[config.mk]
export PLATFORM = sky130hd
export DESIGN_NAME = two_way_traffic_phase_controller
export DESIGN_NICKNAME = d
export VERILOG_FILES = /design/src/design/twtp_pkg.sv /design/src/design/twtp_regs.sv /design/src/design/twtp_sequencer.sv /design/src/design/twtp_display.sv /design/src/design/two_way_traffic_phase_controller.sv
export SDC_FILE = /design/constraint.sdc
export NUM_CORES = 1
export LEC_CHECK = 0
export BUFFER_PORTS_ARGS = -buffer_cell sky130_fd_sc_hd__buf_4
export CAP_MARGIN = 15
export CORE_AREA = 2 2 165 167
export DETAILED_ROUTE_END_ITERATION = 8
export DIE_AREA = 0 0 167 169
export PLACE_DENSITY = 0.75
export SYNTH_ARGS = -nofsm -noshare
export SYNTH_HDL_FRONTEND = slang
export SYNTH_SLANG_ARGS = --single-unit
[constraint.sdc]
create_clock -name clk -period 11 [get_ports clk]
set_clock_uncertainty 0.15 [all_clocks]
set_input_delay 1.1 -clock clk [delete_from_list [all_inputs] [get_ports clk]]
set_output_delay 1.1 -clock clk [all_outputs]
set_load 0.05 [all_outputs]
[src/design/twtp_pkg.sv]
// ----------------------------------------------------------------------------
// Two-way traffic phase controller package
// Phase encoding, lamp patterns, seven-segment codes and register defaults
// shared by the controller modules.
// ----------------------------------------------------------------------------
package twtp_pkg;

    // Number of duration registers, four per direction.
    localparam int NUM_TIMES = 8;

    // Highest value shown on the two-digit display.
    localparam int DISPLAY_MAX = 99;

    // Reset values of the duration registers, in register order.
    localparam int TIME_RESET [NUM_TIMES] = '{35, 20, 10, 5, 35, 20, 10, 5};

    // Signal phase of one direction, one-hot.
    typedef enum logic [3:0] {
        PH_RED    = 4'b0001,
        PH_GREEN  = 4'b0010,
        PH_LEFT   = 4'b0100,
        PH_YELLOW = 4'b1000
    } phase_t;

    // External phase codes.
    localparam logic [1:0] CODE_RED    = 2'd0;
    localparam logic [1:0] CODE_GREEN  = 2'd1;
    localparam logic [1:0] CODE_LEFT   = 2'd2;
    localparam logic [1:0] CODE_YELLOW = 2'd3;

    // Lamp patterns: bit0 red, bit1 yellow, bit2 green, bit3 left, bit4 right.
    localparam logic [4:0] LAMP_RED    = 5'h11;
    localparam logic [4:0] LAMP_GREEN  = 5'h14;
    localparam logic [4:0] LAMP_LEFT   = 5'h0C;
    localparam logic [4:0] LAMP_YELLOW = 5'h0A;

    // Input command kinds.
    localparam logic CMD_TICK   = 1'b0;
    localparam logic CMD_RELOAD = 1'b1;

    // Convert a one-hot phase to its external code.
    function automatic logic [1:0] phase_code(input phase_t ph);
        logic [1:0] code;
        case (ph)
            PH_RED:    code = CODE_RED;
            PH_GREEN:  code = CODE_GREEN;
            PH_LEFT:   code = CODE_LEFT;
            PH_YELLOW: code = CODE_YELLOW;
            default:   code = CODE_YELLOW;
        endcase
        return code;
    endfunction

    // Lamp pattern of a phase.
    function automatic logic [4:0] phase_lamps(input phase_t ph);
        logic [4:0] lamps;
        case (ph)
            PH_RED:    lamps = LAMP_RED;
            PH_GREEN:  lamps = LAMP_GREEN;
            PH_LEFT:   lamps = LAMP_LEFT;
            PH_YELLOW: lamps = LAMP_YELLOW;
            default:   lamps = LAMP_YELLOW;
        endcase
        return lamps;
    endfunction

    // Seven-segment code (gfedcba) of one decimal digit.
    function automatic logic [6:0] seg_code(input logic [3:0] digit);
        logic [6:0] seg;
        case (digit)
            4'd0:    seg = 7'h3f;
            4'd1:    seg = 7'h06;
            4'd2:    seg = 7'h5b;
            4'd3:    seg = 7'h4f;
            4'd4:    seg = 7'h66;
            4'd5:    seg = 7'h6d;
            4'd6:    seg = 7'h7d;
            4'd7:    seg = 7'h07;
            4'd8:    seg = 7'h7f;
            4'd9:    seg = 7'h6f;
            default: seg = 7'h3f;
        endcase
        return seg;
    endfunction

endpackage

[src/design/twtp_regs.sv]
// ----------------------------------------------------------------------------
// Duration registers
// APB-style register file for the eight phase durations, plus the active
// durations that the sequencers use, copied over on a reload.
// ----------------------------------------------------------------------------
module twtp_regs
    import twtp_pkg::*;
#(
    parameter int TIME_BITS = 7
)
(
    input  logic                                 clk,
    input  logic                                 rst_n,
    input  logic                                 psel,
    input  logic                                 penable,
    input  logic                                 pwrite,
    input  logic [4:0]                           paddr,
    input  logic [31:0]                          pwdata,
    output logic [31:0]                          prdata,
    input  logic                                 load,
    output logic [NUM_TIMES-1:0][TIME_BITS-1:0]  active
);

    logic [NUM_TIMES-1:0][TIME_BITS-1:0] cfg_reg;
    logic [NUM_TIMES-1:0][TIME_BITS-1:0] cfg_next;
    logic [NUM_TIMES-1:0][TIME_BITS-1:0] active_reg;
    logic [NUM_TIMES-1:0][TIME_BITS-1:0] active_next;
    logic [2:0]                          reg_idx;
    logic                                wr_en;

    assign reg_idx = paddr[4:2];
    assign wr_en   = psel && penable && pwrite;

    // Register write decode.
    always_comb
    begin
        cfg_next = cfg_reg;
        if (wr_en)
        begin
            cfg_next[reg_idx] = pwdata[TIME_BITS-1:0];
        end
    end

    // Active durations follow the registers only on a reload.
    always_comb
    begin
        active_next = active_reg;
        if (load)
        begin
            active_next = cfg_reg;
        end
    end

    always_ff @(posedge clk or negedge rst_n)
    begin
        if (!rst_n)
        begin
            for (int i = 0; i < NUM_TIMES; i++)
            begin
                cfg_reg[i]    <= TIME_BITS'(TIME_RESET[i]);
                active_reg[i] <= TIME_BITS'(TIME_RESET[i]);
            end
        end
        else
        begin
            cfg_reg    <= cfg_next;
            active_reg <= active_next;
        end
    end

    assign prdata = 32'(cfg_reg[reg_idx]);
    assign active = active_reg;

endmodule

[src/design/twtp_sequencer.sv]
// ----------------------------------------------------------------------------
// Phase sequencer
// Four-phase signal sequencer for one direction: phase, tick counter and
// held remaining-ticks value, advanced by one tick per step.
// ----------------------------------------------------------------------------
module twtp_sequencer
    import twtp_pkg::*;
#(
    parameter int     TIME_BITS   = 7,
    parameter phase_t RESET_PHASE = PH_RED,
    localparam int    CW          = TIME_BITS + 1
)
(
    input  logic                        clk,
    input  logic                        rst_n,
    input  logic                        step,
    input  logic [3:0][TIME_BITS-1:0]   times,
    output phase_t                      phase,
    output phase_t                      phase_now,
    output logic [CW-1:0]               rem_now,
    output logic                        count_zero
);

    phase_t        phase_reg;
    phase_t        phase_next;
    logic [CW-1:0] count_reg;
    logic [CW-1:0] count_next;
    logic [CW-1:0] held_reg;
    logic [CW-1:0] rem_calc;
    logic [CW-1:0] cnt_inc;
    logic [CW-1:0] red_end;
    logic [CW-1:0] straight_end;
    logic [CW-1:0] green_end;
    logic [CW-1:0] yellow_end;

    // Ticks left until the end of an interval, zero once past it.
    function automatic logic [CW-1:0] left_of(input logic [CW-1:0] end_val,
                                              input logic [CW-1:0] c);
        return (c > end_val) ? '0 : end_val - c;
    endfunction

    assign cnt_inc      = count_reg + CW'(1);
    assign red_end      = CW'(times[0]);
    assign straight_end = CW'(times[1]);
    assign green_end    = CW'(times[1]) + CW'(times[2]);
    assign yellow_end   = CW'(times[3]);

    // Next phase, counter and remaining ticks for one tick.
    always_comb
    begin
        phase_next = phase_reg;
        count_next = cnt_inc;
        rem_calc   = '0;
        case (phase_reg)
            PH_RED:
            begin
                if (cnt_inc == red_end)
                begin
                    count_next = '0;
                    phase_next = PH_GREEN;
                end
                else
                begin
                    rem_calc = left_of(red_end, cnt_inc);
                end
            end
            PH_GREEN:
            begin
                // The counter keeps running into the left-turn phase.
                if (cnt_inc == straight_end)
                begin
                    phase_next = PH_LEFT;
                end
                rem_calc = left_of(green_end, cnt_inc);
            end
            PH_LEFT:
            begin
                if (cnt_inc == green_end)
                begin
                    count_next = '0;
                    phase_next = PH_YELLOW;
                end
                else
                begin
                    rem_calc = left_of(green_end, cnt_inc);
                end
            end
            PH_YELLOW:
            begin
                if (cnt_inc == yellow_end)
                begin
                    count_next = '0;
                    phase_next = PH_RED;
                end
                else
                begin
                    rem_calc = left_of(yellow_end, cnt_inc);
                end
            end
            default:
            begin
                count_next = '0;
                phase_next = RESET_PHASE;
            end
        endcase
    end

    always_ff @(posedge clk or negedge rst_n)
    begin
        if (!rst_n)
        begin
            phase_reg <= RESET_PHASE;
            count_reg <= '0;
            held_reg  <= '0;
        end
        else if (step)
        begin
            phase_reg <= phase_next;
            count_reg <= count_next;
            held_reg  <= rem_calc;
        end
    end

    // State as it stands after this item.
    assign phase      = phase_reg;
    assign phase_now  = step ? phase_next : phase_reg;
    assign rem_now    = step ? rem_calc : held_reg;
    assign count_zero = step ? (count_next == '0) : (count_reg == '0);

endmodule

[src/design/twtp_display.sv]
// ----------------------------------------------------------------------------
// Display digit decoder
// Picks the scanned direction and digit, saturates the value at 99 and
// returns its seven-segment code.
// ----------------------------------------------------------------------------
module twtp_display
    import twtp_pkg::*;
#(
    parameter int VALUE_BITS = 8
)
(
    input  logic [VALUE_BITS-1:0] ew_value,
    input  logic [VALUE_BITS-1:0] ns_value,
    input  logic [2:0]            digit_position,
    output logic [6:0]            segments
);

    logic [VALUE_BITS-1:0] sel_value;
    logic [6:0]            sat_value;
    logic [14:0]           tens_prod;
    logic [3:0]            tens;
    logic [6:0]            tens_x10;
    logic [3:0]            ones;

    // Positions 0 to 3 show east-west, 4 to 7 north-south.
    assign sel_value = digit_position[2] ? ns_value : ew_value;
    assign sat_value = (sel_value > VALUE_BITS'(DISPLAY_MAX)) ? 7'(DISPLAY_MAX)
                                                              : 7'(sel_value);

    // Divide by ten through the reciprocal 205/2048, exact below 180.
    assign tens_prod = 15'(sat_value) * 15'd205;
    assign tens      = tens_prod[14:11];
    assign tens_x10  = 7'({tens, 3'b000}) + 7'({tens, 1'b0});
    assign ones      = 4'(sat_value - tens_x10);

    // Odd positions show the tens digit.
    assign segments = seg_code(digit_position[0] ? tens : ones);

endmodule

[src/design/two_way_traffic_phase_controller.sv]
// ----------------------------------------------------------------------------
// Two-way traffic phase controller
// Path: an accepted item is held in the input register, then its result in the
// result register, where it waits until the receiver takes it.
// Throughput: one item per cycle while the result side is not stalled, with the
// sequencer update between the two registers.
// Reset: both sequencers restart (east-west red, north-south green), counts
// and held values clear, and the durations return to their defaults.
// ----------------------------------------------------------------------------
module two_way_traffic_phase_controller
    import twtp_pkg::*;
#(
    parameter int TIME_BITS = 7
)
(
    input  logic        clk,
    input  logic        rst_n,
    // Input stream: s_tdata = digit_position[2:0], zero pad[7:3]
    input  logic        s_tvalid,
    output logic        s_tready,
    input  logic [7:0]  s_tdata,
    // s_tuser = command[0]
    input  logic        s_tuser,
    // Result stream: m_tdata = ew_remaining[7:0], ns_remaining[15:8],
    // ew_phase_out[17:16], ns_phase_out[19:18], ew_lamps[24:20],
    // ns_lamps[29:25], segments[36:30], reload_waiting[37], zero pad[39:38]
    output logic        m_tvalid,
    input  logic        m_tready,
    output logic [39:0] m_tdata,
    // Configuration port
    input  logic        psel,
    input  logic        penable,
    input  logic        pwrite,
    input  logic [4:0]  paddr,
    input  logic [31:0] pwdata,
    output logic [31:0] prdata,
    output logic        pready
);

    localparam int COUNT_BITS = TIME_BITS + 1;
    localparam int WIDE_BITS  = (COUNT_BITS > 8) ? COUNT_BITS : 8;

    logic                                in_valid_reg;
    logic                                in_valid_next;
    logic                                cmd_reg;
    logic [2:0]                          pos_reg;
    logic                                out_valid_reg;
    logic                                out_valid_next;
    logic [39:0]                         out_data_reg;
    logic [39:0]                         out_data_next;
    logic                                pending_reg;
    logic                                pending_next;
    logic                                advance;
    logic                                process;
    logic                                tick;
    logic                                load;
    logic [NUM_TIMES-1:0][TIME_BITS-1:0] active;
    phase_t                              ew_phase;
    phase_t                              ns_phase;
    phase_t                              ew_phase_now;
    phase_t                              ns_phase_now;
    logic [COUNT_BITS-1:0]               ew_rem_now;
    logic [COUNT_BITS-1:0]               ns_rem_now;
    logic                                ew_zero;
    logic                                ns_zero;
    logic [WIDE_BITS-1:0]                ew_rem_wide;
    logic [WIDE_BITS-1:0]                ns_rem_wide;
    logic [6:0]                          segments;

    // Handshake: the input register moves on whenever the result slot frees.
    assign advance  = !out_valid_reg || m_tready;
    assign process  = in_valid_reg && advance;
    assign s_tready = !in_valid_reg || advance;
    assign tick     = process && (cmd_reg == CMD_TICK);
    assign pready   = 1'b1;

    always_comb
    begin
        in_valid_next = in_valid_reg;
        if (s_tvalid && s_tready)
        begin
            in_valid_next = 1'b1;
        end
        else if (process)
        begin
            in_valid_next = 1'b0;
        end
    end

    always_comb
    begin
        out_valid_next = out_valid_reg;
        if (process)
        begin
            out_valid_next = 1'b1;
        end
        else if (m_tready)
        begin
            out_valid_next = 1'b0;
        end
    end

    // Input register.
    always_ff @(posedge clk or negedge rst_n)
    begin
        if (!rst_n)
        begin
            in_valid_reg <= 1'b0;
        end
        else
        begin
            in_valid_reg <= in_valid_next;
        end
    end

    always_ff @(posedge clk)
    begin
        if (s_tvalid && s_tready)
        begin
            cmd_reg <= s_tuser;
            pos_reg <= s_tdata[2:0];
        end
    end

    // Duration registers and active copy.
    twtp_regs #(
        .TIME_BITS (TIME_BITS)
    ) u_regs (
        .clk     (clk),
        .rst_n   (rst_n),
        .psel    (psel),
        .penable (penable),
        .pwrite  (pwrite),
        .paddr   (paddr),
        .pwdata  (pwdata),
        .prdata  (prdata),
        .load    (load),
        .active  (active)
    );

    // One sequencer per direction.
    twtp_sequencer #(
        .TIME_BITS   (TIME_BITS),
        .RESET_PHASE (PH_RED)
    ) u_ew_seq (
        .clk        (clk),
        .rst_n      (rst_n),
        .step       (tick),
        .times      (active[3:0]),
        .phase      (ew_phase),
        .phase_now  (ew_phase_now),
        .rem_now    (ew_rem_now),
        .count_zero (ew_zero)
    );

    twtp_sequencer #(
        .TIME_BITS   (TIME_BITS),
        .RESET_PHASE (PH_GREEN)
    ) u_ns_seq (
        .clk        (clk),
        .rst_n      (rst_n),
        .step       (tick),
        .times      (active[7:4]),
        .phase      (ns_phase),
        .phase_now  (ns_phase_now),
        .rem_now    (ns_rem_now),
        .count_zero (ns_zero)
    );

    // Reload takes effect after a tick that leaves both counters at zero.
    assign load = tick && pending_reg && ew_zero && ns_zero;

    always_comb
    begin
        pending_next = pending_reg;
        if (process && (cmd_reg == CMD_RELOAD))
        begin
            pending_next = 1'b1;
        end
        else if (load)
        begin
            pending_next = 1'b0;
        end
    end

    always_ff @(posedge clk or negedge rst_n)
    begin
        if (!rst_n)
        begin
            pending_reg <= 1'b0;
        end
        else
        begin
            pending_reg <= pending_next;
        end
    end

    // Scanned display digit.
    twtp_display #(
        .VALUE_BITS (COUNT_BITS)
    ) u_display (
        .ew_value       (ew_rem_now),
        .ns_value       (ns_rem_now),
        .digit_position (pos_reg),
        .segments       (segments)
    );

    // Result packing.
    assign ew_rem_wide = WIDE_BITS'(ew_rem_now);
    assign ns_rem_wide = WIDE_BITS'(ns_rem_now);

    always_comb
    begin
        out_data_next        = '0;
        out_data_next[7:0]   = ew_rem_wide[7:0];
        out_data_next[15:8]  = ns_rem_wide[7:0];
        out_data_next[17:16] = phase_code(ew_phase_now);
        out_data_next[19:18] = phase_code(ns_phase_now);
        out_data_next[24:20] = phase_lamps(ew_phase_now);
        out_data_next[29:25] = phase_lamps(ns_phase_now);
        out_data_next[36:30] = segments;
        out_data_next[37]    = pending_next;
    end

    // Result register.
    always_ff @(posedge clk or negedge rst_n)
    begin
        if (!rst_n)
        begin
            out_valid_reg <= 1'b0;
        end
        else
        begin
            out_valid_reg <= out_valid_next;
        end
    end

    always_ff @(posedge clk)
    begin
        if (process)
        begin
            out_data_reg <= out_data_next;
        end
    end

    assign m_tvalid = out_valid_reg;
    assign m_tdata  = out_data_reg;

    // A reload request always shows up as a pending reload in its result.
    a_reload_flag: assert property (@(posedge clk) disable iff (!rst_n)
        (process && (cmd_reg == CMD_RELOAD)) |=> (m_tvalid && m_tdata[37]))
        else $error("reload request not reported as pending");

    // Sequencers move only when a tick is processed.
    a_phase_hold: assert property (@(posedge clk) disable iff (!rst_n)
        !tick |=> ($stable(ew_phase) && $stable(ns_phase)))
        else $error("phase changed without a tick");

    // An empty result slot never blocks the input side.
    a_no_block: assert property (@(posedge clk) disable iff (!rst_n)
        !m_tvalid |-> s_tready)
        else $error("input stalled with empty result register");

    // Active durations reload only when a pending reload clears.
    a_load_clears: assert property (@(posedge clk) disable iff (!rst_n)
        load |=> !pending_reg)
        else $error("reload pending after durations were loaded");

endmodule
==> results of run 1 <==
-- area by class of cell --
cell class / count / area, sq um / share of cell area
inverter: 89 / 334 / 0.0232
multi-input combinational: 898 / 7340 / 0.510
sequential: 194 / 5100 / 0.354
clock inverter: 13 / 168 / 0.0117
tap: 341 / 427 / 0.0297
clock buffer: 19 / 454 / 0.0316
timing repair buffer: 75 / 567 / 0.0394
-- cells by family (layout without fill, tap and decap cells) --
group / after synthesis / count (layout) / synth area share
multiplexers: 132 / 132 / 0.119
other: 2 / 28 / 0.000575
AO/OA/AOI/OAI: 233 / 233 / 0.131
AND/OR/NAND/NOR: 319 / 319 / 0.132
XOR/XNOR: 67 / 67 / 0.0472
buffers and inverters: 156 / 196 / 0.0568
adder cells (fa/ha/maj): 119 / 119 / 0.123
flip-flops: 194 / 194 / 0.390
-- placed cells by master, fill, tap and decap left out, drive strengths merged, types with 16 or more instances in the layout --
| cell | netlist | layout |
|---|---|---|
| edfxtp | 39 | 39 |
| nand3 | 24 | 24 |
| mux2 | 111 | 111 |
| buf | 44 | 75 |
| nor2 | 59 | 59 |
| clkbuf | 23 | 19 |
| nand2b | 18 | 18 |
| nand2 | 80 | 80 |
| fa | 16 | 16 |
| dfrtp | 117 | 117 |
| xor2 | 21 | 21 |
| dfstp | 38 | 38 |
| inv | 89 | 99 |
| nand4 | 18 | 18 |
| a21oi | 32 | 32 |
| ha | 103 | 103 |
| nor3 | 23 | 23 |
| nor2b | 21 | 21 |
| conb | 2 | 28 |
| o21ai | 53 | 53 |
| xnor2 | 45 | 45 |
-- metal layers --
metal	GRT usage	up-vias	wire [um]
met2	0.345	311	13900
li1	-	4509	-
met1	0.321	4652	14600
met5	0	-	0
met3	0.0337	33	1720
met4	0.0465	0	412
-- critical path, delay by kind of cell, from the launching register on --
| family | cells | cell delay, ns |
|---|---|---|
| compound gates | 13 | 3.10 |
| fa+ha+maj | 8 | 2.74 |
| simple gates | 12 | 2.43 |
| flops | 1 | 0.54 |
| xor+xnor | 2 | 0.43 |
| mux | 1 | 0.32 |
| buf+inv | 4 | 0.26 |
-- repair_timing --
action	4_1_cts	5_1_grt
endpoints found under the hold margin	0	0
gates resized for setup	0	2
endpoints found under the setup margin	0	1
-- power by group --
part,switching (W),internal (W)
Sequential,0.000142,0.000985
Clock,0.000324,0.000327
Combinational,0.00185,0.00135
Total,0.00231,0.00267
-- metrics by stage --
step / power (W) / utilization / hold WS, ns
5_1_grt: 0.00537 / 0.543 / 0.382
6_report: 0.00498 / 0.543 / 0.354
3_3_place_gp: 0.00419 / 0.519 / 0.330
4_1_cts: 0.00497 / 0.542 / 0.354
2_1_floorplan: 0.00358 / - / 0.308
3_5_place_dp: 0.00429 / 0.519 / 0.338
-- worst max-delay path by stage --
stage | end | slack (ns)
after global placement | m_tdata[36] | 0.93
after floorplan | m_tdata[36] | 1.81
final | m_tdata[36] | 0.75
after detailed placement | m_tdata[36] | 0.75
after CTS | m_tdata[36] | 0.66
after global routing | m_tdata[36] | 0.07
==> results.py, run 1 <==
metrics = {
    "sta": {
        "period_needed_ns": 10.25,
        "max_slew_margin": 0.306,
        "fmax_ghz": 0.0976,
        "min_period_over_period": 0.932,
        "rsz0062_at_grt": "no",
        "tightest_slew_ns": 1.04,
        "slew_viol_final": 0,
        "hold_viol": 0,
        "setup_ws_ns": 0.749,
        "tns_ns": 0,
        "setup_viol": 0,
    },
    "finish": {
        "fin_area_sq_um": 14400,
        "diodes": 0,
        "drive_above_1_share": 0.238,
        "fillers": 2293,
        "layout.nets": 1447,
        "areaGrowthSynthToFinish_pct": 10.2,
        "post_layout_nonfiller_instances": 1629,
    },
    "yosys": {
        "synth_common_cells": "117 x dfrtp_1, 110 x mux2_2, 103 x ha_1",
        "avgSynthCellArea_sq_um": 10.7,
        "synth_edf_count": 39,
        "post-synth-top-count-cell": "dfrtp_1",
        "seq_area_frac_synth": 0.390,
        "synthArstFlopShare": 0.799,
        "yosysUniqueCellTypes": 102,
        "yosys_warnings": 0,
        "synthFlopType": "dfrtp_1",
        "synth.top_cell.area_share": 0.224,
        "synth_top_area_cell": "dfrtp_1",
        "ys_seq_elements": 194,
        "syn_area_sq_um": 13100,
        "synth_area_leaders": "dfrtp_1 22%, ha_1 9.9%, mux2_2 9.5%",
        "syn_inst": 1222,
    },
    "floorplanning": {
        "die_y_um": 169,
        "rows": 60,
        "io_pins": 128,
        "die_area_sq_um": 28200,
        "fp.dieW_um": 167,
        "fp.coreArea_sq_um": 26500,
        "initial_core_util": 0.493,
    },
    "clocking": {
        "cts_buffer_depth": 2,
        "worstSkewPairLatency_ns": 0.44,
        "cts_sinks": 194,
        "cts-root-buf": "clkbuf_16",
        "cts_buffers": 17,
        "cts_hold_repair.buffers": 0,
        "clk_pin_slew_ns": 0.08,
        "htree_levels": 4,
        "cts_tree": "yes",
        "post_cts_buffers": 0,
    },
    "min_path": {
        "worstHoldStart": "u_regs.cfg_reg[28]",
        "whs_path_depth": 2,
        "hp-class": "flip-flop to flip-flop",
        "hold_path_end": "u_regs.active[28]",
    },
    "worst_setup_path": {
        "critPathLaunchType": "flip-flop",
        "r2r_cells": 40,
        "cpPeakStageDelay_ns": 0.54,
        "crit_path_top_delay_cell": "dfstp_2",
        "cp-startpoint": "u_regs.active[43]",
        "rr_endpoint": "m_tdata[36]",
        "criticalPathCategory": "flip-flop to flip-flop",
        "worstPathMaxFanout": 7,
        "cp_common_cell": "ha_1",
        "arrival_ns": 10.29,
        "rrSetupSlack_ns": 0.75,
        "reg2reg_from": "u_regs.active[43]",
        "cp.required_ns": 11.04,
        "end_kind": "flip-flop",
    },
    "grt": {
        "grt_pass1_wl_um": 49400,
        "first_global_vias": 9091,
        "grt_use_total": 0.219,
        "grt-ovfl-total": 0,
        "antenna_found_initial": 1,
        "grt_start_max_net_pins": 97,
    },
    "power": {
        "vdd_drop_max_uv": 342,
        "p_leak_nw": 6.49,
        "p_per_area_nw_per_um2": 346,
    },
    "place": {
        "pre_cts_ws_ns": 0.746,
        "dp.cells": 1597,
        "place_area_sq_um": 13800,
        "gp_congestion": 0.893,
        "port_buffers": 66,
        "dp_hpwl_um": 22900,
    },
    "status": {
        "outcome": "finished clean",
    },
    "route": {
        "remaining_drc_errors": 0,
        "via_count": 9505,
        "first_pass_iters": 5,
        "totalWireLength_um": 30700,
        "ant_nets": 0,
        "drt-initial-drc-count": 772,
        "wire_per_inst_um": 18.8,
        "viasPerCell": 5.83,
    },
    "job": {
        "drv_cap": 0,
    },
}
Power figures use the tool's default switching activity.
==> run 2, diff against run 1 <==
ABC_AREA = 1   (was default)
CORE_AREA = 2 2 174 159   (was 2 2 165 167)
DIE_AREA = 0 0 176 161   (was 0 0 167 169)
==> run 2 against run 1 <==
Via count grew 13%. Synthesized cell count grew 30%. Non-clock buffer count shrank 1. Global-route usage grew 0.56 points. Cell count grew 24%. Largest cell class unchanged. Hold slack lost 0.022 ns. First-iteration DRC count grew 28%. Critical path type unchanged. Sequential share of layout area shrank 0.11 points. Register-to-register slack gained 1.9 ns.
==> results.py, run 2 <==
metrics = {
    "status": {
        "outcome": "finished clean",
    },
    "route": {
        "wire_per_inst_um": 15.3,
        "viasPerCell": 5.33,
        "via_count": 10700,
        "ant_nets": 0,
        "drt-initial-drc-count": 985,
        "first_pass_iters": 6,
        "remaining_drc_errors": 0,
        "totalWireLength_um": 30700,
    },
    "finish": {
        "mostFrequentLayoutCells": "393 x nand2_1, 228 x inv_1, 117 x dfrtp_1",
        "post_layout_nonfiller_instances": 2013,
        "drive_above_1_share": 0.145,
        "layout.nets": 1818,
        "final_common_cell": "nand2_1",
        "diodes": 0,
        "areaGrowthSynthToFinish_pct": 10.2,
    },
    "worst_setup_path": {
        "worstPathMaxFanout": 7,
        "crit_path_top_delay_cell": "fa_1",
        "cp.required_ns": 11.17,
        "end_kind": "flip-flop",
        "cp.depth": 48,
        "criticalPathCategory": "flip-flop to flip-flop",
        "r2r_cells": 48,
        "cpPeakStageDelay_ns": 0.51,
        "cp_common_cell": "nand2_1",
        "arrival_ns": 8.57,
        "critPathLaunchType": "flip-flop",
        "critPathBufInv": 8,
        "critPathTopFamily": "adder cells",
    },
    "sta": {
        "slew_viol_final": 0,
        "tns_ns": 0,
        "max_slew_margin": 0.271,
        "period_needed_ns": 8.40,
        "min_period_over_period": 0.764,
        "hold_viol": 0,
        "rsz0062_at_grt": "no",
        "setup_viol": 0,
        "tightest_slew_ns": 1.09,
        "fmax_ghz": 0.119,
    },
    "yosys": {
        "post-synth-top-count-cell": "nand2_1",
        "ys_seq_elements": 194,
        "yosysUniqueCellTypes": 60,
        "synth_compound_area_frac": 0.107,
        "synth.top_cell.area_share": 0.224,
        "yosys_warnings": 0,
        "syn_inst": 1585,
        "syn_area_sq_um": 13100,
        "synthArstFlopShare": 0.799,
        "muxShareOfSynthArea": 0.0218,
        "synth_area_leaders": "dfrtp_1 22%, nand2_1 11%, ha_1 9.8%",
        "synth_top_family_by_area": "simple AND/OR/NAND/NOR gates",
        "synthFlopType": "dfrtp_1",
        "synth_xor_area_frac": 0.0281,
        "synth_top_area_cell": "dfrtp_1",
        "synth_edf_count": 39,
        "avgSynthCellArea_sq_um": 8.26,
        "seq_area_frac_synth": 0.389,
        "synth_common_cells": "393 x nand2_1, 228 x inv_1, 117 x dfrtp_1",
        "synthSimpleGateAreaFrac": 0.230,
        "synthAdderAreaFrac": 0.123,
    },
    "job": {
        "drv_cap": 0,
    },
    "clocking": {
        "cts_sinks": 194,
        "cts_hold_repair.buffers": 0,
        "worstSkewPairLatency_ns": 0.45,
        "cts_buffer_depth": 2,
        "cts-root-buf": "clkbuf_16",
        "cts_tree": "yes",
        "clk_pin_slew_ns": 0.08,
        "htree_levels": 4,
        "cts_resized": 0,
        "cts_buffers": 17,
        "post_cts_buffers": 0,
    },
    "place": {
        "port_buffers": 66,
        "gp_congestion": 0.933,
        "dp_hpwl_um": 23400,
        "dp.cells": 1980,
    },
    "grt": {
        "grt_use_total": 0.224,
        "first_global_vias": 10300,
        "grt_pass1_wl_um": 50900,
        "grt-ovfl-total": 0,
        "antenna_found_initial": 0,
        "grt_start_max_net_pins": 95,
    },
    "floorplanning": {
        "die_y_um": 161,
        "fp.coreArea_sq_um": 26600,
        "io_pins": 128,
        "initial_core_util": 0.492,
        "rows": 57,
        "die_area_sq_um": 28300,
        "fp.dieW_um": 176,
    },
    "min_path": {
        "whs_path_depth": 2,
        "hp-class": "flip-flop to flip-flop",
    },
}
==> run 2: cell count changes after synthesis, sizes merged, moves of 24 or more <==
cell   previous run  this run
a21oi            32        57
xnor2            45        21
nand3            24       113
inv              89       245
mux2            111        19
nand2            80       408
o21ai            53       134
==> run 2: per-stage QoR <==
stage          setup WS (ns)  instance area, sq um  hold WS [ns]  utilization
3_3_place_gp            2.81                 13800         0.315        0.518
6_report                2.60                 14400         0.332        0.542
4_1_cts                 2.64                 14400         0.335        0.542
2_1_floorplan           3.64                 13200         0.301            -
3_5_place_dp            2.74                 13800         0.323        0.518
5_1_grt                 1.83                 14400         0.356        0.542
==> run 2: routing by layer <==
| metal | wire [um] | track usage | up-vias |
|---|---|---|---|
| li1 | - | - | 5290 |
| met1 | 13800 | 0.305 | 5036 |
| met2 | 14500 | 0.371 | 359 |
| met3 | 1830 | 0.0384 | 42 |
| met4 | 557 | 0.0635 | 0 |
| met5 | 0 | 0 | - |
==> run 2: path summary, 6_finish.rpt <==
kind	startpoint	endpoint	slack [ns]
max reg2reg	u_regs.active[7]	m_tdata[30]	2.60
max in group asynchronous	rst_n	u_regs.active[0]	8.87
max	u_regs.active[7]	m_tdata[30]	2.60
min reg2reg	u_regs.active[21]	u_regs.active[21]	0.33
min in group asynchronous	rst_n	u_regs.active[6]	0.51
min	u_regs.active[21]	u_regs.active[21]	0.33
==> run 2: area by class of cell <==
type | count | area (sq um)
clock buffer | 17 | 425
tap | 354 | 443
multi-input combinational | 1113 | 6780
fill | 2362 | 12200
sequential | 194 | 5100
clock inverter | 15 | 191
inverter | 246 | 923
timing repair buffer | 74 | 572
==> run 2: kinds of logic (layout without fill, tap and decap cells) <==
group / count (synthesis) / count (layout)
AOI/OAI and AO/OA: 240 / 240
xor gates and xnor gates: 42 / 42
adders and majority gates: 119 / 119
buffers and inverters: 304 / 352
DFF: 194 / 194
muxes: 19 / 19
other: 2 / 28
and+or+nand+nor: 665 / 665
==> run 2: worst min-delay path, cell delays in order, from the launching register on <==
cell,delay [ns]
dfstp_2,0.37
nand2_1,0.06
o21ai_1,0.05
Power of run 2 is left out: the tool's default activity adds up to more than one toggle a clock period on the data nets, which glitch-free logic cannot reach.
